==> config.mk <==
export PLATFORM = sky130hd
export DESIGN_NAME = utf8_to_code_point_decoder_top
export DESIGN_NICKNAME = d
export VERILOG_FILES = /design/src/hdl/u8dec_pkg.sv /design/src/hdl/u8dec_datapath.sv /design/src/hdl/u8dec_ctrl.sv /design/src/hdl/utf8_to_code_point_decoder_top.sv
export SDC_FILE = /design/constraint.sdc
export NUM_CORES = 1
export LEC_CHECK = 0
export ABC_CLOCK_PERIOD_IN_PS = 3900
export BUFFER_PORTS_ARGS = -buffer_cell sky130_fd_sc_hd__buf_2
export CAP_MARGIN = 20
export CORE_MARGIN = 4
export CORE_UTILIZATION = 62
export CTS_BUF_LIST = sky130_fd_sc_hd__clkbuf_2
export DETAILED_ROUTE_END_ITERATION = 16
export PLACE_DENSITY = 0.82
export SLEW_MARGIN = 10
export SYNTH_ARGS = -nofsm -noshare
export SYNTH_HDL_FRONTEND = slang
export SYNTH_SLANG_ARGS = --single-unit
==> constraint.sdc <==
create_clock -name clk -period 3.9 [get_ports clk]
set_input_delay 0.78 -clock clk [delete_from_list [all_inputs] [get_ports clk]]
set_output_delay 0.78 -clock clk [all_outputs]
set_load 0.02 [all_outputs]
==> src/hdl/u8dec_pkg.sv <==
// ----------------------------------------------------------------------------
// u8dec_pkg
// Shared types, constants and helpers for the utf-8 decoder.
// ----------------------------------------------------------------------------
package u8dec_pkg;

    localparam int unsigned PEND_DEPTH = 5;

    typedef logic [2:0]  len_t;
    typedef logic [2:0]  pidx_t;
    typedef logic [7:0]  byte_t;
    typedef logic [20:0] cp_t;

    localparam cp_t   REPL_CP   = 21'd63;
    localparam cp_t   MIN_CP2   = 21'h000080;
    localparam cp_t   MIN_CP3   = 21'h000800;
    localparam cp_t   SURR_LO   = 21'h00D800;
    localparam cp_t   SURR_HI   = 21'h00DBFF;
    localparam cp_t   MIN_CP4   = 21'h010000;
    localparam cp_t   MAX_CP    = 21'h10FFFF;
    localparam len_t  LEN_NONE  = 3'd0;
    localparam len_t  LEN_ONE   = 3'd1;
    localparam len_t  LEN_TWO   = 3'd2;
    localparam len_t  LEN_THREE = 3'd3;
    localparam len_t  LEN_FOUR  = 3'd4;
    localparam len_t  LEN_FIVE  = 3'd5;
    localparam len_t  LEN_SIX   = 3'd6;

    // source of the value loaded into the output register
    typedef enum logic [2:0] {
        SEL_BYTE,
        SEL_IN_FALLBACK,
        SEL_DECODE,
        SEL_PEND_FALLBACK,
        SEL_PEND_IDX,
        SEL_HELD
    } out_sel_t;

    typedef struct packed {
        logic     out_load;
        out_sel_t out_sel;
        logic     out_last;
        logic     start_in;
        logic     start_held;
        logic     append;
        logic     go_idle;
        logic     hold;
        logic     idx_init;
        logic     idx_inc;
    } cmd_t;

    typedef struct packed {
        logic open;
        logic in_cont;
        logic in_raw;
        logic in_eos;
        logic in_fresh_emits;
        logic complete;
        logic single;
        logic flush_last;
    } sts_t;

    function automatic len_t form_len(input byte_t b);
        len_t len;
        priority if (b < 8'h80)  len = LEN_ONE;
        else if (b < 8'hC0)      len = LEN_NONE;
        else if (b < 8'hE0)      len = LEN_TWO;
        else if (b < 8'hF0)      len = LEN_THREE;
        else if (b < 8'hF8)      len = LEN_FOUR;
        else if (b < 8'hFC)      len = LEN_FIVE;
        else if (b < 8'hFE)      len = LEN_SIX;
        else                     len = LEN_NONE;
        return len;
    endfunction

    // lead byte value for short forms, replacement for 5- and 6-byte forms
    function automatic cp_t fallback(input byte_t b, input len_t len);
        cp_t v;
        if (len >= LEN_FIVE) v = REPL_CP;
        else                 v = {13'd0, b};
        return v;
    endfunction

endpackage

==> src/hdl/u8dec_datapath.sv <==
// ----------------------------------------------------------------------------
// u8dec_datapath
// Pending byte store, form counters, decode logic and output register.
// ----------------------------------------------------------------------------
module u8dec_datapath
(
    input  logic                clk,
    input  logic                rst_n,
    input  logic [7:0]          data_byte,
    input  logic                end_of_string,
    input  u8dec_pkg::cmd_t     cmd,
    output u8dec_pkg::sts_t     sts,
    output logic [20:0]         code_point,
    output logic                last_of_run
);

    u8dec_pkg::byte_t pend_reg [u8dec_pkg::PEND_DEPTH];
    u8dec_pkg::byte_t pend_next [u8dec_pkg::PEND_DEPTH];
    u8dec_pkg::len_t  cnt_reg, cnt_next;
    u8dec_pkg::len_t  exp_reg, exp_next;
    u8dec_pkg::pidx_t idx_reg, idx_next;
    u8dec_pkg::byte_t held_reg, held_next;
    u8dec_pkg::cp_t   cp_reg, cp_next;
    logic             last_reg, last_next;

    u8dec_pkg::len_t  in_len;
    u8dec_pkg::len_t  held_len;
    u8dec_pkg::cp_t   dec_val;
    logic [10:0]      v2;
    logic [15:0]      v3;
    logic [20:0]      v4;

    assign in_len   = u8dec_pkg::form_len(data_byte);
    assign held_len = u8dec_pkg::form_len(held_reg);

    assign sts.open           = (exp_reg != u8dec_pkg::LEN_NONE);
    assign sts.in_cont        = (data_byte[7:6] == 2'b10);
    assign sts.in_raw         = (in_len <= u8dec_pkg::LEN_ONE);
    assign sts.in_eos         = end_of_string;
    assign sts.in_fresh_emits = sts.in_raw || end_of_string;
    assign sts.complete       = (u8dec_pkg::len_t'(cnt_reg + 3'd1) == exp_reg);
    assign sts.single         = (cnt_reg == u8dec_pkg::LEN_ONE);
    assign sts.flush_last     = (idx_reg == u8dec_pkg::pidx_t'(cnt_reg - 3'd1));

    // the incoming byte is the final continuation of the open form
    assign v2 = {pend_reg[0][4:0], data_byte[5:0]};
    assign v3 = {pend_reg[0][3:0], pend_reg[1][5:0], data_byte[5:0]};
    assign v4 = {pend_reg[0][2:0], pend_reg[1][5:0], pend_reg[2][5:0], data_byte[5:0]};

    always_comb
    begin
        dec_val = u8dec_pkg::REPL_CP;
        unique case (exp_reg)
            u8dec_pkg::LEN_TWO:
            begin
                if ({10'd0, v2} >= u8dec_pkg::MIN_CP2)
                    dec_val = {10'd0, v2};
            end
            u8dec_pkg::LEN_THREE:
            begin
                if ({5'd0, v3} >= u8dec_pkg::MIN_CP3
                    && !({5'd0, v3} >= u8dec_pkg::SURR_LO
                         && {5'd0, v3} <= u8dec_pkg::SURR_HI))
                    dec_val = {5'd0, v3};
            end
            u8dec_pkg::LEN_FOUR:
            begin
                if (v4 >= u8dec_pkg::MIN_CP4 && v4 <= u8dec_pkg::MAX_CP)
                    dec_val = v4;
            end
            default:
            begin
                dec_val = u8dec_pkg::REPL_CP;
            end
        endcase
    end

    always_comb
    begin
        cnt_next  = cnt_reg;
        exp_next  = exp_reg;
        idx_next  = idx_reg;
        held_next = held_reg;
        cp_next   = cp_reg;
        last_next = last_reg;
        for (int i = 0; i < u8dec_pkg::PEND_DEPTH; i++)
            pend_next[i] = pend_reg[i];

        priority if (cmd.go_idle)
        begin
            cnt_next = u8dec_pkg::LEN_NONE;
            exp_next = u8dec_pkg::LEN_NONE;
        end
        else if (cmd.start_in)
        begin
            pend_next[0] = data_byte;
            cnt_next     = u8dec_pkg::LEN_ONE;
            exp_next     = in_len;
        end
        else if (cmd.start_held)
        begin
            pend_next[0] = held_reg;
            cnt_next     = u8dec_pkg::LEN_ONE;
            exp_next     = held_len;
        end
        else if (cmd.append)
        begin
            for (int i = 0; i < u8dec_pkg::PEND_DEPTH; i++)
                if (cnt_reg == u8dec_pkg::pidx_t'(i))
                    pend_next[i] = data_byte;
            cnt_next = u8dec_pkg::len_t'(cnt_reg + 3'd1);
        end
        else
        begin
            cnt_next = cnt_reg;
        end

        if (cmd.hold)
            held_next = data_byte;

        priority if (cmd.idx_init)
            idx_next = 3'd1;
        else if (cmd.idx_inc)
            idx_next = u8dec_pkg::pidx_t'(idx_reg + 3'd1);
        else
            idx_next = idx_reg;

        if (cmd.out_load)
        begin
            last_next = cmd.out_last;
            unique case (cmd.out_sel)
                u8dec_pkg::SEL_BYTE:          cp_next = {13'd0, data_byte};
                u8dec_pkg::SEL_IN_FALLBACK:   cp_next = u8dec_pkg::fallback(data_byte, in_len);
                u8dec_pkg::SEL_DECODE:        cp_next = dec_val;
                u8dec_pkg::SEL_PEND_FALLBACK: cp_next = u8dec_pkg::fallback(pend_reg[0], exp_reg);
                u8dec_pkg::SEL_PEND_IDX:      cp_next = {13'd0, pend_reg[idx_reg]};
                u8dec_pkg::SEL_HELD:
                begin
                    if (held_len <= u8dec_pkg::LEN_ONE)
                        cp_next = {13'd0, held_reg};
                    else
                        cp_next = u8dec_pkg::fallback(held_reg, held_len);
                end
                default:                      cp_next = u8dec_pkg::REPL_CP;
            endcase
        end
    end

    always_ff @(posedge clk or negedge rst_n)
    begin
        if (!rst_n)
        begin
            cnt_reg <= u8dec_pkg::LEN_NONE;
            exp_reg <= u8dec_pkg::LEN_NONE;
            idx_reg <= 3'd0;
        end
        else
        begin
            cnt_reg <= cnt_next;
            exp_reg <= exp_next;
            idx_reg <= idx_next;
        end
    end

    always_ff @(posedge clk)
    begin
        for (int i = 0; i < u8dec_pkg::PEND_DEPTH; i++)
            pend_reg[i] <= pend_next[i];
        held_reg <= held_next;
        cp_reg   <= cp_next;
        last_reg <= last_next;
    end

    assign code_point  = cp_reg;
    assign last_of_run = last_reg;

endmodule

==> src/hdl/u8dec_ctrl.sv <==
// ----------------------------------------------------------------------------
// u8dec_ctrl
// Controller: handshakes, replay sequencing and output valid.
// ----------------------------------------------------------------------------
module u8dec_ctrl
(
    input  logic                clk,
    input  logic                rst_n,
    input  logic                byte_valid,
    output logic                byte_stall,
    output logic                cp_valid,
    input  logic                cp_stall,
    input  u8dec_pkg::sts_t     sts,
    output u8dec_pkg::cmd_t     cmd
);

    localparam logic [1:0] S_RUN   = 2'd0;
    localparam logic [1:0] S_FLUSH = 2'd1;
    localparam logic [1:0] S_TAIL  = 2'd2;

    logic [1:0] state_reg, state_next;
    logic       tail_reg, tail_next;
    logic       start_reg, start_next;
    logic       out_valid_reg, out_valid_next;
    logic       out_ready;
    logic       take;

    assign out_ready  = !out_valid_reg || !cp_stall;
    assign byte_stall = !((state_reg == S_RUN) && out_ready);
    assign take       = byte_valid && !byte_stall;

    always_comb
    begin
        cmd         = '0;
        cmd.out_sel = u8dec_pkg::SEL_BYTE;
        state_next  = state_reg;
        tail_next   = tail_reg;
        start_next  = start_reg;

        unique case (state_reg)
            S_RUN:
            begin
                if (take)
                begin
                    if (!sts.open)
                    begin
                        if (sts.in_fresh_emits)
                        begin
                            cmd.out_load = 1'b1;
                            cmd.out_last = 1'b1;
                            cmd.out_sel  = sts.in_raw ? u8dec_pkg::SEL_BYTE
                                                      : u8dec_pkg::SEL_IN_FALLBACK;
                        end
                        else
                        begin
                            cmd.start_in = 1'b1;
                        end
                    end
                    else if (sts.in_cont)
                    begin
                        if (sts.complete)
                        begin
                            cmd.out_load = 1'b1;
                            cmd.out_last = 1'b1;
                            cmd.out_sel  = u8dec_pkg::SEL_DECODE;
                            cmd.go_idle  = 1'b1;
                        end
                        else
                        begin
                            cmd.append = 1'b1;
                            // cut off by end of string: replay lead and held bytes
                            if (sts.in_eos)
                            begin
                                cmd.out_load = 1'b1;
                                cmd.out_sel  = u8dec_pkg::SEL_PEND_FALLBACK;
                                cmd.idx_init = 1'b1;
                                tail_next    = 1'b0;
                                start_next   = 1'b0;
                                state_next   = S_FLUSH;
                            end
                        end
                    end
                    else
                    begin
                        // broken form: lead fallback, held bytes, then any new word
                        cmd.out_load = 1'b1;
                        cmd.out_sel  = u8dec_pkg::SEL_PEND_FALLBACK;
                        cmd.hold     = 1'b1;
                        if (sts.single)
                        begin
                            if (sts.in_fresh_emits)
                            begin
                                state_next = S_TAIL;
                            end
                            else
                            begin
                                cmd.out_last = 1'b1;
                                cmd.start_in = 1'b1;
                            end
                        end
                        else
                        begin
                            cmd.idx_init = 1'b1;
                            tail_next    = sts.in_fresh_emits;
                            start_next   = !sts.in_fresh_emits;
                            state_next   = S_FLUSH;
                        end
                    end
                end
            end
            S_FLUSH:
            begin
                if (out_ready)
                begin
                    cmd.out_load = 1'b1;
                    cmd.out_sel  = u8dec_pkg::SEL_PEND_IDX;
                    cmd.idx_inc  = 1'b1;
                    if (sts.flush_last)
                    begin
                        cmd.out_last = !tail_reg;
                        if (tail_reg)
                        begin
                            state_next = S_TAIL;
                        end
                        else
                        begin
                            cmd.start_held = start_reg;
                            cmd.go_idle    = !start_reg;
                            state_next     = S_RUN;
                        end
                    end
                end
            end
            S_TAIL:
            begin
                if (out_ready)
                begin
                    cmd.out_load = 1'b1;
                    cmd.out_last = 1'b1;
                    cmd.out_sel  = u8dec_pkg::SEL_HELD;
                    cmd.go_idle  = 1'b1;
                    state_next   = S_RUN;
                end
            end
            default:
            begin
                state_next = S_RUN;
            end
        endcase

        if (cmd.out_load)
            out_valid_next = 1'b1;
        else if (!cp_stall)
            out_valid_next = 1'b0;
        else
            out_valid_next = out_valid_reg;
    end

    always_ff @(posedge clk or negedge rst_n)
    begin
        if (!rst_n)
        begin
            state_reg     <= S_RUN;
            tail_reg      <= 1'b0;
            start_reg     <= 1'b0;
            out_valid_reg <= 1'b0;
        end
        else
        begin
            state_reg     <= state_next;
            tail_reg      <= tail_next;
            start_reg     <= start_next;
            out_valid_reg <= out_valid_next;
        end
    end

    assign cp_valid = out_valid_reg;

endmodule

==> src/hdl/utf8_to_code_point_decoder_top.sv <==
// ----------------------------------------------------------------------------
// utf8_to_code_point_decoder_top
// Utf-8 byte stream to code point decoder with error replay.
// ----------------------------------------------------------------------------
// a result is registered and shown in the cycle after its completing byte
// throughput: one byte per cycle, set by the single output register, when
// the output is not stalled; a broken or cut-off form holds the input, one
// replayed word at a time, while the controller walks the pending store
// reset clears the controller and form counters; no clearing pass is needed
module utf8_to_code_point_decoder_top
(
    input  logic        clk,
    input  logic        rst_n,
    input  logic        byte_valid,
    output logic        byte_stall,
    input  logic [7:0]  data_byte,
    input  logic        end_of_string,
    output logic        cp_valid,
    input  logic        cp_stall,
    output logic [20:0] code_point,
    output logic        last_of_run
);

    u8dec_pkg::cmd_t cmd;
    u8dec_pkg::sts_t sts;

    u8dec_ctrl u_ctrl
    (
        .clk        (clk),
        .rst_n      (rst_n),
        .byte_valid (byte_valid),
        .byte_stall (byte_stall),
        .cp_valid   (cp_valid),
        .cp_stall   (cp_stall),
        .sts        (sts),
        .cmd        (cmd)
    );

    u8dec_datapath u_datapath
    (
        .clk           (clk),
        .rst_n         (rst_n),
        .data_byte     (data_byte),
        .end_of_string (end_of_string),
        .cmd           (cmd),
        .sts           (sts),
        .code_point    (code_point),
        .last_of_run   (last_of_run)
    );

endmodule

==> results of run 1 <==
## power by group through the flow
stage	registers (W)	logic [W]	clock network, W
6_report	0.00141	0.00121	0.000433
5_1_grt	0.00144	0.00132	0.000476
4_1_cts	0.00141	0.00120	0.000429
3_5_place_dp	0.00143	0.00120	0
3_3_place_gp	0.00143	0.00118	0
2_1_floorplan	0.00147	0.000825	0
## area by class of cell
class,count,area [µm²]
fillers,513,2060
multi-input cells,251,1870
flip-flops and latches,84,2450
clock buffers,9,45.0
repair buffers,40,210
well taps,96,120
clock inverters,7,63.8
inverters,13,48.8
## worst paths after layout
path                                        from                        end  slack [ns]
min                                        rst_n            u_ctrl.tail_reg        0.09
min in group clk                    data_byte[4]     u_datapath.held_reg[4]        0.52
max                        u_datapath.cnt_reg[0]  u_datapath.pend_reg[2][1]        0.97
min reg2reg                     u_ctrl.start_reg           u_ctrl.start_reg        0.59
max in group asynchronous                  rst_n      u_datapath.exp_reg[0]        3.56
max reg2reg                u_datapath.cnt_reg[0]  u_datapath.pend_reg[2][1]        0.97
## Yosys cell counts, drive strengths merged (4+ instances only)
cell | n | share of area (%)
ha | 7 | 2.0
edfxtp | 70 | 47
dfrtp | 14 | 7.9
and3 | 6 | 0.85
nor2b | 5 | 0.71
nand2 | 24 | 2.0
and2 | 13 | 1.8
a21oi | 13 | 1.5
nand3 | 15 | 1.8
clkbuf | 4 | 0.34
a211oi | 5 | 0.96
a221o | 7 | 1.6
a22oi | 4 | 0.68
xnor2 | 4 | 0.79
mux2i | 9 | 2.0
o22ai | 5 | 0.71
o211ai | 5 | 0.85
o21ai | 8 | 0.90
buf | 9 | 1.3
nor4 | 8 | 1.3
mux4 | 8 | 4.2
inv | 13 | 1.1
o2bb2ai | 4 | 0.79
xor2 | 4 | 0.79
a22o | 6 | 1.2
nand2b | 14 | 2.0
nor2 | 25 | 2.1
## stage by stage
stage | std cells | worst slack [ns] | hold slack [ns]
floorplan | 361 | 0.642 | 0.484
global route | 500 | 0.785 | 0.0816
finish | 500 | 0.969 | 0.0942
global placement | 484 | 0.976 | 0.544
detailed placement | 484 | 0.868 | 0.546
CTS | 500 | 0.960 | 0.0885
## cells in the final DEF, fill, tap and decap left out, types with 5 or more instances in the layout
cell and n:
mux4_2 7, nor2b_1 5, and3_1 6, dfrtp_1 14, inv_1 13, a22o_1 6
nand2b_1 14, nand3_1 14, buf_2 36, o22ai_1 5, a221o_1 7, and2_1 13
nor2_1 25, a21oi_1 12, mux2i_1 9, nand2_1 24, ha_1 7, o211ai_1 5
edfxtp_1 70, o21ai_0 8, nor4_1 7, clkbuf_2 9
## logic make-up after synthesis
| kind of cell | after synthesis | synth area share, % |
|---|---|---|
| and+or+nand+nor | 131 | 16.5 |
| xor gates and xnor gates | 9 | 2.09 |
| other | 1 | 0.0846 |
| DFF | 84 | 55.4 |
| AOI/OAI and AO/OA | 83 | 14.6 |
| adders and majority gates | 7 | 1.98 |
| muxes | 19 | 6.69 |
| buffers and inverters | 26 | 2.71 |
## routing by layer
metal | up-vias | track usage [%] | routed length (µm)
li1 | 1484 | - | -
met5 | - | 0 | 0
met2 | 212 | 38.8 | 4770
met4 | 0 | 6.81 | 141
met1 | 1531 | 38.5 | 4470
met3 | 18 | 4.22 | 1060
==> out/qor.csv, run 1 <==
stage,metric,value,unit
run_status,outcome,finished clean,
route,Detailed Route Iter0 Violations,408,
cts,Num Clock Sinks,84,
global_route,first-pass GRT wire length,16.5,mm
synthesis,YS warnings,0,
global_route,vias in the first global route,2978,
power_and_ir_drop,P_sw,0.00126,W
power_and_ir_drop,leakage power,1.77,nW
sta,Final Hold Viols,0,
placement,RePlAce Congestion,0.996,
synthesis,async set or reset register ratio after synthesis,16.7,%
synthesis,post-synthesis register bit count,84,
power_and_ir_drop,clock power share,14.2,%
cts,Post-CTS Setup Inserts,0,
sta,min Tclk post-route,2.93,ns
final_layout,"Design Area, Final",0.00481,mm²
route,total number of vias,3245,
synthesis,Mean Syn Cell Area,12.3,µm²
worst_setup_path,Worst setup SP type,flip-flop,
worst_setup_path,slowest CP cell,dfrtp_1,
sta,final setup TNS,0,ns
power_and_ir_drop,Switching Share,41.2,%
synthesis,Cell variety after synth,66,
final_layout,Area Growth Syn to Fin,8.47,%
worst_setup_path,CP Depth,7,
global_route,GRT overflow,0,
final_layout,antenna cells,0,
synthesis,register area share after synthesis,55.4,%
power_and_ir_drop,overall power,0.00305,W
cts,maximum root-to-sink buffer count,2,
final_layout,layout cell share with drive strength beyond 1,18.8,%
synthesis,synthesized area,0.00443,mm²
sta,final setup fails,0,
route,vias per cell,6.49,
floorplan,Chip Height,92.5,µm
cts,Skew-Pair Late Insertion Delay,0.54,ns
worst_setup_path,CP max stage delay,0.52,ns
floorplan,Die Wd,92.5,µm
global_route,Total GRT Usage,25.6,%
placement,Placed Area,0.00470,mm²
power_and_ir_drop,Comb power frac,39.6,%
worst_setup_path,"Worst Path Class, Setup",flip-flop to flip-flop,
worst_hold_path,Hold WC Path Type,input port to async pin,
sta,Slew HR,40.4,%
cts,root buffer cell,clkbuf_2,
sta,actual slew at the worst max-slew pin,0.885,ns
cts,Max H-tree Level,3,
synthesis,"EDFF count, synth",70,
worst_setup_path,Crit path required time,4.12,ns
worst_setup_path,"most used cell, CP",ha_1,
floorplan,I/O pin count,37,
sta,RSZ-0062 raised after global routing,false,
synthesis,Syn Inst Count,360,
cts,Worst-path clk slew,0.25,ns
route,"antenna viol nets, final",0,
worst_setup_path,CP top delay family,simple AND/OR/NAND/NOR gates,
cts,CTS resizes,0,
sta,Max Slew Vio Count,0,
sta,post-route clock period utilization,75.2,%
route,Routed wire per std cell,20.9,µm
final_layout,max reg flops,40,
cts,CTS tree,built,
floorplan,die area,0.00856,mm²
sta,clk_skew,0.0358,ns
power_and_ir_drop,P per Cell Area,635,mW/mm²
floorplan,total core area,0.00687,mm²
cts,"Hold-fix buffers, CTS",0,
worst_setup_path,Crit. End Element,flip-flop,
route,routed wire length,10.4,mm
sta,achievable frequency,341,MHz
placement,buffers added on ports,36,
global_route,initial antenna violation count,0,
worst_setup_path,crit path DAT,3.15,ns
route,DRC,0,
route,DRT Pass-1 Iters,5,
worst_setup_path,Crit Path Max Fanout,13,
worst_setup_path,Buf/Inv on CP,1,
worst_setup_path,cell chain of the critical path,"ha_1, ha_1, xnor2_1, or3_1, nand3_2, inv_1, and3_1",
placement,detailed placer's ending HPWL,7.90,mm
run,Max Cap Violations,0,
power_and_ir_drop,Max VDD drop,0.000291,V
worst_setup_path,worst r2r path cells,7,
global_route,largest net degree at the start of global routing,23,
floorplan,initial core utilization,64.5,%
cts,TritonCTS Buffers,9,
synthesis,ys flop type,edfxtp_1,
floorplan,Site Rows,30,
final_layout,"Core Util, Final",70.0,%
final_layout,fin nets,419,
power_and_ir_drop,Seq pwr share,46.3,%
power_and_ir_drop,Internal,0.00179,W
No activity file was read; power rests on OpenSTA's default activity.
==> run 2: changes to the inputs <==
ABC_CLOCK_PERIOD_IN_PS = 2950   (was 3900)
clock period = 2.95 ns   (was 3.9 ns; I/O delays follow)
==> run 2 against run 1 <==
Effect of this change:
- the flow now finishes with violations (design-rule violations)
- core utilization increased by 1.5 points
- maximum frequency grew 3.3%
- first-iteration DRC count is 42% higher
- global-route usage rose by 0.66 points
- sequential share of layout area down 1.0 points
- flip-flop and latch count unchanged
- clock-buffer cell count did not move
- die area did not move
- clock power grew 36%
- largest power group unchanged
- highest routed layer unchanged
==> out/qor.csv, run 2 (synthesis results as in run 1) <==
stage,metric,value,unit,change
run_status,outcome,finished with violations,,
run_status,failing checks,design-rule violations,,
power_and_ir_drop,P per Cell Area,837,mW/mm²,+32%
sta,Slew HR,46.0,%,+5.5 points
floorplan,initial core utilization,64.5,%,unchanged
placement,detailed placer's ending HPWL,8.24,mm,+4.4%
sta,final setup fails,0,,unchanged
worst_setup_path,Reg2Reg Launch Point,u_datapath.cnt_reg[0],,
cts,TritonCTS Buffers,9,,unchanged
cts,Num Clock Sinks,84,,unchanged
cts,Skew-Pair Late Insertion Delay,0.54,ns,about the same
worst_setup_path,Crit. End Element,flip-flop,,
sta,Max Slew Vio Count,0,,unchanged
worst_setup_path,crit path DAT,3.13,ns,-0.02 ns
worst_setup_path,Crit Path Max Fanout,8,,-5
power_and_ir_drop,leakage power,1.83,nW,+3.8%
sta,actual slew at the worst max-slew pin,0.802,ns,-0.0824 ns
cts,Max H-tree Level,3,,unchanged
cts,root buffer cell,clkbuf_2,,
cts,CTS tree,built,,
worst_hold_path,hold path start,data_byte[4],,
placement,RePlAce Congestion,0.984,,-1.2%
worst_setup_path,RR Endpoint,u_datapath.pend_reg[0][1],,
sta,achievable frequency,352,MHz,+3.3%
floorplan,Die Wd,92.5,µm,unchanged
worst_setup_path,worst r2r path cells,7,,unchanged
worst_setup_path,r2r setup slk,0.11,ns,-0.86 ns
global_route,initial antenna violation count,0,,unchanged
worst_hold_path,worst hold path endpoint,u_datapath.pend_reg[1][4],,
sta,Final Hold Viols,0,,unchanged
final_layout,fin nets,430,,+2.6%
global_route,vias in the first global route,2965,,-0.44%
final_layout,"commonest non-fill, non-tap cells in the layout","edfxtp_1, buf_2, nor2_1, nand2_1",,
global_route,GRT overflow,0,,unchanged
floorplan,Chip Height,92.5,µm,unchanged
worst_hold_path,Hold WC Path Type,input port to flip-flop,,
final_layout,"most common cell after layout, fill and taps aside",edfxtp_1,,
route,Detailed Route Iter0 Violations,580,,+42%
worst_setup_path,Worst setup SP type,flip-flop,,
final_layout,Area Growth Syn to Fin,10.7,%,
sta,final setup TNS,0,ns,unchanged
sta,post-route clock period utilization,96.2,%,+21 points
cts,maximum root-to-sink buffer count,2,,unchanged
global_route,Total GRT Usage,26.2,%,+0.66 points
route,"antenna viol nets, final",0,,unchanged
sta,clk_skew,0.0321,ns,-0.00377 ns
floorplan,die area,0.00856,mm²,unchanged
floorplan,Site Rows,30,,unchanged
final_layout,"Core Util, Final",71.4,%,+1.5 points
final_layout,max reg flops,40,,unchanged
run,Max Cap Violations,0,,unchanged
sta,RSZ-0062 raised after global routing,false,,
final_layout,antenna cells,0,,unchanged
power_and_ir_drop,Max VDD drop,0.000502,V,+73%
route,DRC,1,,+1
worst_setup_path,Crit path required time,3.24,ns,-0.88 ns
worst_hold_path,hold path depth,1,,
floorplan,total core area,0.00687,mm²,unchanged
cts,Worst-path clk slew,0.27,ns,+0.02 ns
final_layout,# fillers,479,,-6.6%
route,DRT Pass-1 Iters,12,,+7
worst_setup_path,"Worst Path Class, Setup",flip-flop to flip-flop,,
route,vias per cell,6.50,,+0.14%
floorplan,I/O pin count,37,,unchanged
route,routed wire length,10.8,mm,+3.0%
global_route,first-pass GRT wire length,16.8,mm,+1.8%
global_route,largest net degree at the start of global routing,23,,unchanged
sta,WHS,0.343,ns,+0.248 ns
route,total number of vias,3321,,+2.3%
placement,buffers added on ports,36,,unchanged
sta,min Tclk post-route,2.84,ns,-0.0938 ns
route,Routed wire per std cell,21.0,µm,+0.77%
final_layout,layout cell share with drive strength beyond 1,21.2,%,+2.4 points
run 2: changes by cell type in the layout (fill, tap and decap cells not counted), sizes merged:
cell         before  now
inv              18   17
clkinv            0    3
dlygate4sd3       0    1
clkinvlp          2    0
buf              40   50
run 2: through the flow:
stage | setup WS, ns | std cells | power (W) | area [µm²]
2_1_floorplan | 0.115 | 361 | 0.00304 | 4440
3_3_place_gp | 0.274 | 494 | 0.00349 | 4770
3_5_place_dp | 0.161 | 494 | 0.00353 | 4770
4_1_cts | 0.119 | 511 | 0.00410 | 4900
5_1_grt | 0.00962 | 511 | 0.00434 | 4910
6_report | 0.113 | 511 | 0.00410 | 4910
run 2: what timing repair did:
action                                 CTS  global route
hold buffers                             1             0
endpoints found under the hold margin   14             0
setup buffers                            0             0
gates resized for setup                  0             2
setup endpoints to repair                0            11
run 2: power breakdown:
group,internal (W),switching (W)
Combinational,0.000662,0.00101
Clock,0.000144,0.000445
Sequential,0.00160,0.000241
Total,0.00241,0.00170
run 2: worst max path at each step:
stage,start,end,slack [ns],depth (start not counted)
after floorplan,u_datapath.cnt_reg[0],u_datapath.code_point[0],0.11,7
after global routing,u_datapath.cnt_reg[0],u_datapath.pend_reg[2][5],0.01,7
final,u_datapath.cnt_reg[0],u_datapath.pend_reg[0][1],0.11,7
after global placement,u_datapath.cnt_reg[0],u_datapath.pend_reg[0][0],0.27,7
after detailed placement,u_datapath.cnt_reg[0],u_datapath.pend_reg[0][3],0.16,7
after CTS,u_datapath.cnt_reg[0],u_datapath.pend_reg[0][6],0.12,7
run 2: cell type report:
class / instances / area (µm²) / area share, %
clock buffers: 9 / 45.0 / 0.918
well taps: 96 / 120 / 2.45
flip-flops and latches: 84 / 2450 / 50.0
clock inverters: 7 / 76.3 / 1.56
multi-input cells: 251 / 1870 / 38.1
inverters: 13 / 48.8 / 0.995
repair buffers: 51 / 295 / 6.02
run 2: per-layer routing:
layer	routed length, µm	global-route usage, %
met5	0	0
met2	4880	40.4
met1	4500	38.5
met4	243	7.43
met3	1140	4.63
run 2: critical path, stage by stage (launching register included):
cell and delay, ns:
dfrtp_1 0.52, ha_1 0.24, ha_1 0.32, xnor2_1 0.18, or3_1 0.45, nand3_2 0.18
inv_1 0.17, a311o_2 0.52
==> run 3: changes to the inputs <==
MAX_ROUTING_LAYER = met4   (was not set)
REMOVE_ABC_BUFFERS = 1   (was not set)
==> run 3 against run 2 <==
Effect of this change:
- the run now ends clean
- core utilization grew 0.40 points
- sequential power hardly changed
- clock skew is 0.0021 ns higher
- final area rose by 0.56%
- non-clock buffer count up 4
- critical path depth stayed put
- power increased by 2.1%
- cell count rose by 0.78%
- clock power increased by 7.0%
- combinational power grew 4%
- sequential share of layout area down 0.28 points
- largest cell class unchanged
==> out/qor.csv, run 3 (synthesis results as in run 1) <==
stage,metric,value,unit,change
final_layout,"Design Area, Final",0.00493,mm²,+0.56%
floorplan,total core area,0.00687,mm²,unchanged
final_layout,footprint of the multi-input gates,0.00187,mm²,-0.13%
route,DRT Pass-1 Iters,5,,-7
route,routed wire length,11.4,mm,+6.2%
sta,achievable frequency,356,MHz,+1.1%
final_layout,"commonest non-fill, non-tap cells in the layout","edfxtp_1, buf_2, nor2_1, nand2_1, buf_4",,
global_route,largest net degree at the start of global routing,23,,unchanged
final_layout,layout cell share with drive strength beyond 1,21.5,%,+0.27 points
route,Detailed Route Iter0 Violations,642,,+11%
route,DRC,0,,-1
power_and_ir_drop,overall power,0.00419,W,+2.1%
placement,RePlAce Congestion,0.976,,-0.82%
run_status,outcome,finished clean,,
power_and_ir_drop,clock power share,15.0,%,+0.6 points
placement,detailed placer's ending HPWL,8.44,mm,+2.4%
floorplan,die area,0.00856,mm²,unchanged
sta,Slew HR,43.9,%,-2.1 points
global_route,first-pass GRT wire length,17.6,mm,+4.8%
cts,CTS tree,built,,
sta,Final Hold Viols,0,,unchanged
final_layout,max reg flops,40,,unchanged
cts,TritonCTS Buffers,9,,unchanged
final_layout,antenna cells,0,,unchanged
cts,Skew-Pair Late Insertion Delay,0.59,ns,+0.05 ns
worst_setup_path,crit path DAT,3.12,ns,about the same
cts,Post-CTS Setup Inserts,0,,unchanged
final_layout,Reg area,0.00245,mm²,unchanged
sta,RSZ-0062 raised after global routing,false,,
power_and_ir_drop,Internal,0.00243,W,+1.0%
final_layout,fin nets,434,,+0.93%
cts,root buffer cell,clkbuf_2,,
final_layout,"Core Util, Final",71.8,%,+0.40 points
power_and_ir_drop,Switching Share,42.0,%,+0.65 points
final_layout,# fillers,488,,+1.9%
sta,final setup fails,0,,unchanged
final_layout,Area Growth Syn to Fin,11.4,%,
worst_setup_path,Crit Path Max Fanout,9,,+1
worst_setup_path,Crit. End Element,flip-flop,,
global_route,initial antenna violation count,0,,unchanged
sta,Max Slew Vio Count,0,,unchanged
power_and_ir_drop,P per Cell Area,850,mW/mm²,+1.6%
power_and_ir_drop,leakage power,1.85,nW,+0.93%
power_and_ir_drop,P_sw,0.00176,W,+3.7%
worst_hold_path,Hold WC Path Type,input port to flip-flop,,
route,"antenna viol nets, final",0,,unchanged
worst_setup_path,"Worst Path Class, Setup",flip-flop to flip-flop,,
worst_setup_path,Worst setup SP type,flip-flop,,
power_and_ir_drop,Max VDD drop,0.000437,V,-13%
power_and_ir_drop,Comb power frac,41.5,%,+0.7 points
cts,CTS resizes,0,,unchanged
cts,Worst-path clk slew,0.28,ns,about the same
floorplan,Site Rows,30,,unchanged
floorplan,Chip Height,92.5,µm,unchanged
worst_setup_path,Crit path required time,3.27,ns,+0.03 ns
sta,actual slew at the worst max-slew pin,0.833,ns,+0.0310 ns
final_layout,"non-filler cells, final",515,,+0.78%
cts,maximum root-to-sink buffer count,2,,unchanged
route,total number of vias,3430,,+3.3%
floorplan,I/O pin count,37,,unchanged
floorplan,initial core utilization,64.5,%,unchanged
floorplan,Die Wd,92.5,µm,unchanged
route,Routed wire per std cell,22.2,µm,+5.4%
global_route,vias in the first global route,3135,,+5.7%
route,vias per cell,6.66,,+2.5%
cts,Num Clock Sinks,84,,unchanged
power_and_ir_drop,Seq pwr share,43.5,%,-1.4 points
sta,post-route clock period utilization,95.2,%,-1.0 points
sta,clk_skew,0.0342,ns,+0.00212 ns
placement,Placed Cells,498,,+0.81%
placement,buffers added on ports,36,,unchanged
global_route,Total GRT Usage,28.3,%,+2.0 points
cts,Max H-tree Level,3,,unchanged
global_route,GRT overflow,0,,unchanged
sta,min Tclk post-route,2.81,ns,-0.0300 ns
final_layout,"most common cell after layout, fill and taps aside",edfxtp_1,,
placement,Placed Area,0.00480,mm²,+0.63%
run,Max Cap Violations,0,,unchanged
## run 3: stage by stage
| step | setup slack (ns) | TNS, ns | hold WS [ns] |
|---|---|---|---|
| finish | 0.143 | 0 | 0.265 |
| CTS | 0.168 | 0 | 0.264 |
| global placement | 0.308 | 0 | 0.507 |
| floorplan | -0.312 | -6.87 | 0.294 |
| global route | 0.0282 | 0 | 0.249 |
| detailed placement | 0.238 | 0 | 0.507 |
## run 3: power groups by stage
stage / clock network, W / logic, W / registers, W
after CTS: 0.000626 / 0.00172 / 0.00182
final: 0.000630 / 0.00174 / 0.00182
after global routing: 0.000680 / 0.00188 / 0.00185
after detailed placement: 0 / 0.00172 / 0.00185
after floorplan: 0 / 0.000955 / 0.00203
after global placement: 0 / 0.00169 / 0.00184
## run 3: routing by layer
layer / track usage (%) / part of all wire, % / up-vias
li1: - / - / 1526
met1: 40.4 / 42 / 1634
met2: 41.5 / 45 / 228
met3: 4.55 / 11 / 42
met4: 10.1 / 2.8 / 0
met5: - / 0 / -
## run 3: cell type report
type	count	area share, %
timing repair buffer	55	6.59
clock buffer	9	0.913
inverter	13	0.989
sequential	84	49.7
tap	96	2.43
clock inverter	7	1.55
multi-input combinational	251	37.8
## run 3: path summary, 6_finish.rpt
path | start | to | slack, ns | cells after the start
max in group asynchronous | rst_n | u_datapath.cnt_reg[1] | 2.32 | 2
min in group asynchronous | rst_n | u_datapath.cnt_reg[0] | 0.38 | 2
worst min register to register | u_ctrl.start_reg | u_ctrl.start_reg | 0.59 | 2
worst max register to register | u_datapath.cnt_reg[0] | u_datapath.pend_reg[0][4] | 0.14 | 7
worst max-delay path | u_datapath.cnt_reg[0] | u_datapath.pend_reg[0][4] | 0.14 | 7
worst min-delay path | data_byte[4] | u_datapath.pend_reg[2][4] | 0.27 | 1
## run 3: timing repair
item                                   4_1_cts  5_1_grt
endpoints found under the hold margin       14        0
setup endpoints to repair                    0        0
hold buffers                                 1        0
## run 3: critical path, cell delays in order (launching register included)
cell,delay (ns)
dfrtp_1,0.55
inv_1,0.15
ha_1,0.38
xor2_1,0.20
or3_1,0.45
nand3_2,0.10
inv_1,0.16
a311o_1,0.53
